`src/rtl/core/utf8d_pkg.sv`:
```
// Shared types and constants for the UTF-8 to UTF-32 decoder.
// No dependencies; every other file of the block imports this package.
package utf8d_pkg;

    localparam int QUEUE_DEPTH_DEFAULT = 4;

    localparam logic [20:0] REPLACEMENT_CP = 21'h00003F;

    // One input beat: a raw byte and the end-of-string mark.
    typedef struct packed {
        logic [7:0] in_byte;
        logic       string_end;
    } byte_beat_t;

    // One output beat: a decoded code point with its flags.
    typedef struct packed {
        logic [20:0] code_point;
        logic        bad_sequence;
        logic        final_result;
    } cp_beat_t;

    // Everything one byte produces: one result, or two when 'two' is set.
    typedef struct packed {
        logic     two;
        cp_beat_t first;
        cp_beat_t second;
    } decode_rec_t;

endpackage

```
`src/rtl/core/utf8d_front.sv`:
```
// Front end of the decoder: accepts bytes, tracks the open sequence and
// builds one queue record per byte that yields results. Uses utf8d_pkg.
module utf8d_front (
    input  logic                    clk,
    input  logic                    rst_n,
    input  logic                    byte_valid,
    input  utf8d_pkg::byte_beat_t   byte_data,
    output logic                    byte_stall,
    input  logic                    queue_full,
    output logic                    push,
    output utf8d_pkg::decode_rec_t  rec
);
    import utf8d_pkg::*;

    logic [1:0]  remaining_reg;
    logic [1:0]  remaining_next;
    logic [20:0] partial_reg;
    logic [20:0] partial_next;

    logic        accept;
    logic        produce;
    logic [7:0]  b;
    logic        last;
    logic        cont;
    logic [20:0] cont_part;
    logic        lead_emit;
    cp_beat_t    lead_res;
    cp_beat_t    err_res;
    logic [1:0]  lead_rem;
    logic [20:0] lead_part;

    assign byte_stall = queue_full;
    assign accept     = byte_valid && !queue_full;
    assign push       = produce && accept;

    // Decode the byte as if it opened a new sequence.
    always_comb
    begin
        b         = byte_data.in_byte;
        last      = byte_data.string_end;
        cont      = (b[7:6] == 2'b10);
        cont_part = {partial_reg[14:0], b[5:0]};

        err_res              = '0;
        err_res.code_point   = REPLACEMENT_CP;
        err_res.bad_sequence = 1'b1;

        lead_emit = 1'b0;
        lead_res  = '0;
        lead_rem  = 2'd0;
        lead_part = '0;
        priority if (!b[7])
        begin
            lead_emit           = 1'b1;
            lead_res.code_point = {13'd0, b};
        end
        else if (cont || (b[7:3] == 5'b11111))
        begin
            lead_emit = 1'b1;
            lead_res  = err_res;
        end
        else if (!b[5])
        begin
            lead_rem  = 2'd1;
            lead_part = {16'd0, b[4:0]};
        end
        else if (!b[4])
        begin
            lead_rem  = 2'd2;
            lead_part = {17'd0, b[3:0]};
        end
        else
        begin
            lead_rem  = 2'd3;
            lead_part = {18'd0, b[2:0]};
        end

        // A lead byte that ends the string leaves the sequence truncated.
        if ((lead_rem != 2'd0) && last)
        begin
            lead_emit = 1'b1;
            lead_res  = err_res;
            lead_rem  = 2'd0;
            lead_part = '0;
        end
    end

    // Combine with the open sequence and build the record.
    always_comb
    begin
        produce        = 1'b0;
        rec            = '0;
        remaining_next = remaining_reg;
        partial_next   = partial_reg;

        priority if ((remaining_reg != 2'd0) && cont)
        begin
            remaining_next = remaining_reg - 2'd1;
            partial_next   = cont_part;
            if (remaining_next == 2'd0)
            begin
                produce              = 1'b1;
                rec.first.code_point = cont_part;
                partial_next         = '0;
            end
            else if (last)
            begin
                produce        = 1'b1;
                rec.first      = err_res;
                remaining_next = 2'd0;
                partial_next   = '0;
            end
        end
        else if (remaining_reg != 2'd0)
        begin
            // Interrupted sequence: flag it, then treat the byte as a lead.
            produce        = 1'b1;
            rec.first      = err_res;
            rec.two        = lead_emit;
            rec.second     = lead_res;
            remaining_next = lead_rem;
            partial_next   = lead_part;
        end
        else
        begin
            produce        = lead_emit;
            rec.first      = lead_res;
            remaining_next = lead_rem;
            partial_next   = lead_part;
        end

        if (last)
        begin
            if (rec.two)
            begin
                rec.second.final_result = 1'b1;
            end
            else
            begin
                rec.first.final_result = 1'b1;
            end
        end
    end

    always_ff @(posedge clk or negedge rst_n)
    begin
        if (!rst_n)
        begin
            remaining_reg <= 2'd0;
            partial_reg   <= '0;
        end
        else if (accept)
        begin
            remaining_reg <= remaining_next;
            partial_reg   <= partial_next;
        end
    end

endmodule

```
`src/rtl/core/utf8d_queue.sv`:
```
// Short record queue between the decoder front and back ends.
// Uses utf8d_pkg for the record type.
module utf8d_queue #(
    parameter int Depth = utf8d_pkg::QUEUE_DEPTH_DEFAULT
) (
    input  logic                    clk,
    input  logic                    rst_n,
    input  logic                    push,
    input  utf8d_pkg::decode_rec_t  wr_rec,
    output logic                    full,
    input  logic                    pop,
    output logic                    head_valid,
    output utf8d_pkg::decode_rec_t  head
);
    import utf8d_pkg::*;

    localparam int PtrW   = (Depth > 1) ? $clog2(Depth) : 1;
    localparam int CountW = $clog2(Depth + 1);

    decode_rec_t        slots [Depth];
    logic [PtrW-1:0]    wr_ptr_reg;
    logic [PtrW-1:0]    wr_ptr_next;
    logic [PtrW-1:0]    rd_ptr_reg;
    logic [PtrW-1:0]    rd_ptr_next;
    logic [CountW-1:0]  count_reg;
    logic [CountW-1:0]  count_next;
    logic               do_push;
    logic               do_pop;

    assign full       = (count_reg == CountW'(Depth));
    assign head_valid = (count_reg != '0);
    assign head       = slots[rd_ptr_reg];
    assign do_push    = push && !full;
    assign do_pop     = pop && head_valid;

    always_comb
    begin
        wr_ptr_next = wr_ptr_reg;
        rd_ptr_next = rd_ptr_reg;
        count_next  = count_reg;
        if (do_push)
        begin
            wr_ptr_next = (wr_ptr_reg == PtrW'(Depth - 1)) ? '0 : wr_ptr_reg + 1'b1;
        end
        if (do_pop)
        begin
            rd_ptr_next = (rd_ptr_reg == PtrW'(Depth - 1)) ? '0 : rd_ptr_reg + 1'b1;
        end
        unique case ({do_push, do_pop})
            2'b10:   count_next = count_reg + 1'b1;
            2'b01:   count_next = count_reg - 1'b1;
            default: count_next = count_reg;
        endcase
    end

    always_ff @(posedge clk)
    begin
        if (do_push)
        begin
            slots[wr_ptr_reg] <= wr_rec;
        end
    end

    always_ff @(posedge clk or negedge rst_n)
    begin
        if (!rst_n)
        begin
            wr_ptr_reg <= '0;
            rd_ptr_reg <= '0;
            count_reg  <= '0;
        end
        else
        begin
            wr_ptr_reg <= wr_ptr_next;
            rd_ptr_reg <= rd_ptr_next;
            count_reg  <= count_next;
        end
    end

endmodule

```
`src/rtl/core/utf8d_back.sv`:
```
// Back end of the decoder: drains queue records and hands out one result
// beat per cycle while cp_stall is low, from an output register. Uses utf8d_pkg.
module utf8d_back (
    input  logic                    clk,
    input  logic                    rst_n,
    input  logic                    head_valid,
    input  utf8d_pkg::decode_rec_t  head,
    output logic                    pop,
    output logic                    cp_valid,
    output utf8d_pkg::cp_beat_t     cp_data,
    input  logic                    cp_stall
);
    import utf8d_pkg::*;

    logic      out_valid_reg;
    cp_beat_t  out_data_reg;
    logic      hold_valid_reg;
    cp_beat_t  hold_data_reg;
    logic      load;

    assign load     = !out_valid_reg || !cp_stall;
    assign pop      = load && !hold_valid_reg && head_valid;
    assign cp_valid = out_valid_reg;
    assign cp_data  = out_data_reg;

    always_ff @(posedge clk or negedge rst_n)
    begin
        if (!rst_n)
        begin
            out_valid_reg  <= 1'b0;
            hold_valid_reg <= 1'b0;
        end
        else if (load)
        begin
            if (hold_valid_reg)
            begin
                out_valid_reg  <= 1'b1;
                hold_valid_reg <= 1'b0;
            end
            else
            begin
                out_valid_reg  <= head_valid;
                hold_valid_reg <= head_valid && head.two;
            end
        end
    end

    // Payload: hold the second result of a record until the first is taken.
    always_ff @(posedge clk)
    begin
        if (load)
        begin
            if (hold_valid_reg)
            begin
                out_data_reg <= hold_data_reg;
            end
            else if (head_valid)
            begin
                out_data_reg  <= head.first;
                hold_data_reg <= head.second;
            end
        end
    end

endmodule

```
`src/rtl/core/utf8_to_utf32_decoder.sv`:
```
// UTF-8 to UTF-32 stream decoder. Takes one byte beat per cycle, unless byte_stall
// holds it, and returns 21-bit code points; malformed input yields a beat with
// bad_sequence set and code point 0x3F, and decoding carries on. A byte that
// interrupts an open sequence can yield two beats (when it is itself a whole
// byte, an invalid lead or the end of the string), and the output register then
// hands them out one after the other. The first result of a byte is registered
// in the queue and then in the output register before it is presented.
// A record queue of QueueDepth entries sits between the byte front end and the
// output stage, so byte_stall rises only once the queue is full behind a busy
// or stalled output.
// Built on utf8d_pkg, utf8d_front, utf8d_queue and utf8d_back.
module utf8_to_utf32_decoder #(
    parameter int QueueDepth = utf8d_pkg::QUEUE_DEPTH_DEFAULT
) (
    input  logic                   clk,
    input  logic                   rst_n,
    input  logic                   byte_valid,
    input  utf8d_pkg::byte_beat_t  byte_data,
    output logic                   byte_stall,
    output logic                   cp_valid,
    output utf8d_pkg::cp_beat_t    cp_data,
    input  logic                   cp_stall
);
    import utf8d_pkg::*;

    logic         push;
    decode_rec_t  wr_rec;
    logic         full;
    logic         pop;
    logic         head_valid;
    decode_rec_t  head;

    utf8d_front u_front (
        .clk        (clk),
        .rst_n      (rst_n),
        .byte_valid (byte_valid),
        .byte_data  (byte_data),
        .byte_stall (byte_stall),
        .queue_full (full),
        .push       (push),
        .rec        (wr_rec)
    );

    utf8d_queue #(
        .Depth (QueueDepth)
    ) u_queue (
        .clk        (clk),
        .rst_n      (rst_n),
        .push       (push),
        .wr_rec     (wr_rec),
        .full       (full),
        .pop        (pop),
        .head_valid (head_valid),
        .head       (head)
    );

    utf8d_back u_back (
        .clk        (clk),
        .rst_n      (rst_n),
        .head_valid (head_valid),
        .head       (head),
        .pop        (pop),
        .cp_valid   (cp_valid),
        .cp_data    (cp_data),
        .cp_stall   (cp_stall)
    );

endmodule

```
`config.mk`:
```
export PLATFORM = sky130hd
export DESIGN_NAME = utf8_to_utf32_decoder
export DESIGN_NICKNAME = d
export VERILOG_FILES = /design/src/rtl/core/utf8d_pkg.sv /design/src/rtl/core/utf8d_front.sv /design/src/rtl/core/utf8d_queue.sv /design/src/rtl/core/utf8d_back.sv /design/src/rtl/core/utf8_to_utf32_decoder.sv
export SDC_FILE = /design/constraint.sdc
export NUM_CORES = 1
export LEC_CHECK = 0
export BUFFER_PORTS_ARGS = -buffer_cell sky130_fd_sc_hd__clkbuf_2
export CORE_MARGIN = 5
export CORE_UTILIZATION = 61
export CTS_CLUSTER_DIAMETER = 60
export CTS_CLUSTER_SIZE = 16
export DETAILED_ROUTE_END_ITERATION = 10
export PLACE_DENSITY = 0.78
export REMOVE_ABC_BUFFERS = 1
export SYNTH_ARGS = -nofsm -noshare
export SYNTH_HDL_FRONTEND = slang
export SYNTH_SLANG_ARGS = --single-unit
```
`constraint.sdc`:
```
create_clock -name clk -period 3.8 [get_ports clk]
set_input_delay 0.95 -clock clk [delete_from_list [all_inputs] [get_ports clk]]
set_output_delay 0.95 -clock clk [all_outputs]
set_load 0.01 [all_outputs]
```
==> impl_metrics.tcl <==
set metrics [dict create \
    die_y_um 122 \
    hpwl_um 8820 \
    final_util 0.710 \
    max-slew-margin-rel 0.505 \
    slowest_stage "fa_1" \
    vias 3841 \
    cts_resized 0 \
    rsz0062_at_grt "no" \
    numCtsBuffers 17 \
    clkSinkCount 190 \
    nets 478 \
    antenna_cells 0 \
    pre_cts_ws_ns 0.636 \
    initial_core_util 0.628 \
    p_int_mw 4.81 \
    worst_slew_pin_slew_ns 0.743 \
    path_class "flop to flop" \
    syn_area_um2 7610 \
    synth_edf_count 164 \
    switching_share 0.280 \
    cp-start-kind "flop" \
    wirelength_um 14200 \
    drv_cap 0 \
    p_sw_mw 1.87 \
    setup_viol_count_final 0 \
    place.gp.congestion 0.863 \
    yosysWarnings 0 \
    worst_slack_ns 1.00 \
    fin_crit_ns 2.80 \
    netlist_instances 407 \
    cp_top_family "adder cells" \
    dr.pass1.iters 4 \
    die_w_um 122 \
    syn_avg_cell_area_um2 18.7 \
    yosysUniqueCellTypes 45 \
    mostFrequentLayoutCells "164 x edfxtp_1, 37 x clkbuf_2, 33 x mux4_2" \
    status "finished clean" \
    fin_worst_skew_ns 0.0115 \
    cp-end-kind "flop" \
    cpPeakStageDelay_ns 0.44 \
    leakagePower_nw 3.04 \
    cts_tree "built" \
    p_per_area_nw_per_um2 777 \
    final_common_cell "edfxtp_1" \
    seq_area_frac_synth 0.733 \
    drive_gt1_frac 0.301 \
    fin_setup_tns_ns 0 \
    cts_buffer_depth 2 \
    pwr-share-comb 0.263 \
    peakVddDrop_uv 582 \
    grt_pass1_vias 4050 \
    clock-root-buffer "clkbuf_16" \
    path_cells "inv_1 -> ha_1 -> buf_4 -> or3b_4 -> nor3_4 -> a211oi_4 -> inv_1 -> ha_1 -> fa_1 -> xnor2_1 -> nor2_1 -> xor2_1" \
    clock_latency_ns 0.43 \
    timing.hold.ws_ns 0.505 \
    crit_arrival_ns 3.11 \
    grt_max_degree 27 \
    period_share 0.737 \
    syn_to_final_growth_pct 13.1 \
    post-cts-setup-buffers 0 \
    drv_slew 0 \
    grt_pass1_wl_um 22800 \
    antenna_found_initial 0 \
    drtIter0Drc 386 \
    die-area_um2 14800 \
    io_pins 38 \
    io_buffers 37 \
    synth_seq_cells 190 \
    via_per_inst 6.03 \
    largest_reg_flops 132 \
    place_area_um2 8030 \
    cp.required_ns 4.11 \
    drc 0 \
    critPathBufInv 3 \
    cp_max_fo 20 \
    final_hold_viol_count 0 \
    h-tree-depth 4 \
    final_cell_area_um2 8600 \
    synth-main-ff-cell "edfxtp_1" \
    clkTransAtPathRegs_ns 0.06 \
    clock.fmax_mhz 357 \
    antenna_left 0 \
    core_um2 12100 \
    holdBufCountCts 0 \
    seq_power_share 0.484 \
    p_clk_frac 0.253 \
    routedWlPerCell_um 22.3 \
    hold_path.class "flop to flop" \
    async_reset_ff_frac 0.137 \
    rows 40 \
    grt_overflow 0 \
    globalRouteTotalUtil 0.212 \
]
through the flow:
stage               cells  total power, mW
finish                637             6.68
global route          637             7.03
CTS                   637             6.75
detailed placement    605             5.06
global placement      605             4.99
floorplan             387             4.39
cells in the mapped netlist (2+ instances only):
| cell | count | area, um^2 |
|---|---|---|
| a21oi_1 | 21 | 105 |
| a22o_1 | 10 | 87.6 |
| a32o_1 | 2 | 20.0 |
| and2_2 | 4 | 30.0 |
| and3_1 | 14 | 87.6 |
| buf_2 | 4 | 20.0 |
| buf_4 | 5 | 37.5 |
| clkbuf_1 | 8 | 30.0 |
| dfrtp_1 | 26 | 651 |
| edfxtp_1 | 164 | 4920 |
| ha_1 | 8 | 100 |
| inv_1 | 10 | 37.5 |
| mux2_2 | 12 | 135 |
| mux2_4 | 2 | 30.0 |
| mux4_2 | 33 | 743 |
| nand2_1 | 19 | 71.3 |
| nor2_1 | 8 | 30.0 |
| nor2b_1 | 14 | 87.6 |
| nor3_1 | 2 | 10.0 |
| nor3_4 | 3 | 48.8 |
| nor3b_1 | 2 | 15.0 |
| o21a_1 | 3 | 22.5 |
| o21ai_0 | 9 | 45.0 |
| o31ai_1 | 2 | 15.0 |
| xnor2_1 | 2 | 17.5 |
final cells by class:
| class | instances | area [um^2] |
|---|---|---|
| tap | 168 | 210 |
| inverter | 11 | 41.3 |
| multi-input combinational | 186 | 1870 |
| fill | 798 | 3510 |
| timing repair buffer | 50 | 333 |
| sequential | 190 | 5580 |
| clock inverter | 4 | 53.8 |
| clock buffer | 28 | 517 |
cells by family after synthesis:
kind of cell	synth area share
compound gates	0.0475
fa+ha+maj	0.0158
simple gates	0.0589
flops	0.733
xor+xnor	0.00345
buf+inv	0.0222
mux	0.119
power groups by stage:
stage	registers, mW	logic, mW	clock network, mW
after floorplan	3.36	1.03	0
after global placement	3.25	1.75	0
after detailed placement	3.28	1.78	0
after CTS	3.24	1.79	1.72
after global routing	3.29	1.91	1.83
final	3.23	1.76	1.69
metal layers:
metal / share of wire / routed length, um / GRT usage
met4: 0.022 / 316 / 0.0833
met5: 0 / 0 / 0
met3: 0.067 / 948 / 0.0552
met2: 0.50 / 7100 / 0.333
met1: 0.41 / 5830 / 0.289
worst paths after layout:
kind                                           end  cells past startpoint                      from  slack, ns
max                           u_queue.count_reg[2]                     12  u_front.remaining_reg[0]       1.00
min                         u_front.partial_reg[9]                      1    u_front.partial_reg[9]       0.50
max reg2reg                   u_queue.count_reg[2]                     12  u_front.remaining_reg[0]       1.00
min reg2reg                 u_front.partial_reg[9]                      1    u_front.partial_reg[9]       0.50
max in group asynchronous    u_queue.rd_ptr_reg[0]                      1                     rst_n       2.71
min in group asynchronous  u_front.partial_reg[13]                      1                     rst_n       0.58
Power figures use the tool's default switching activity.
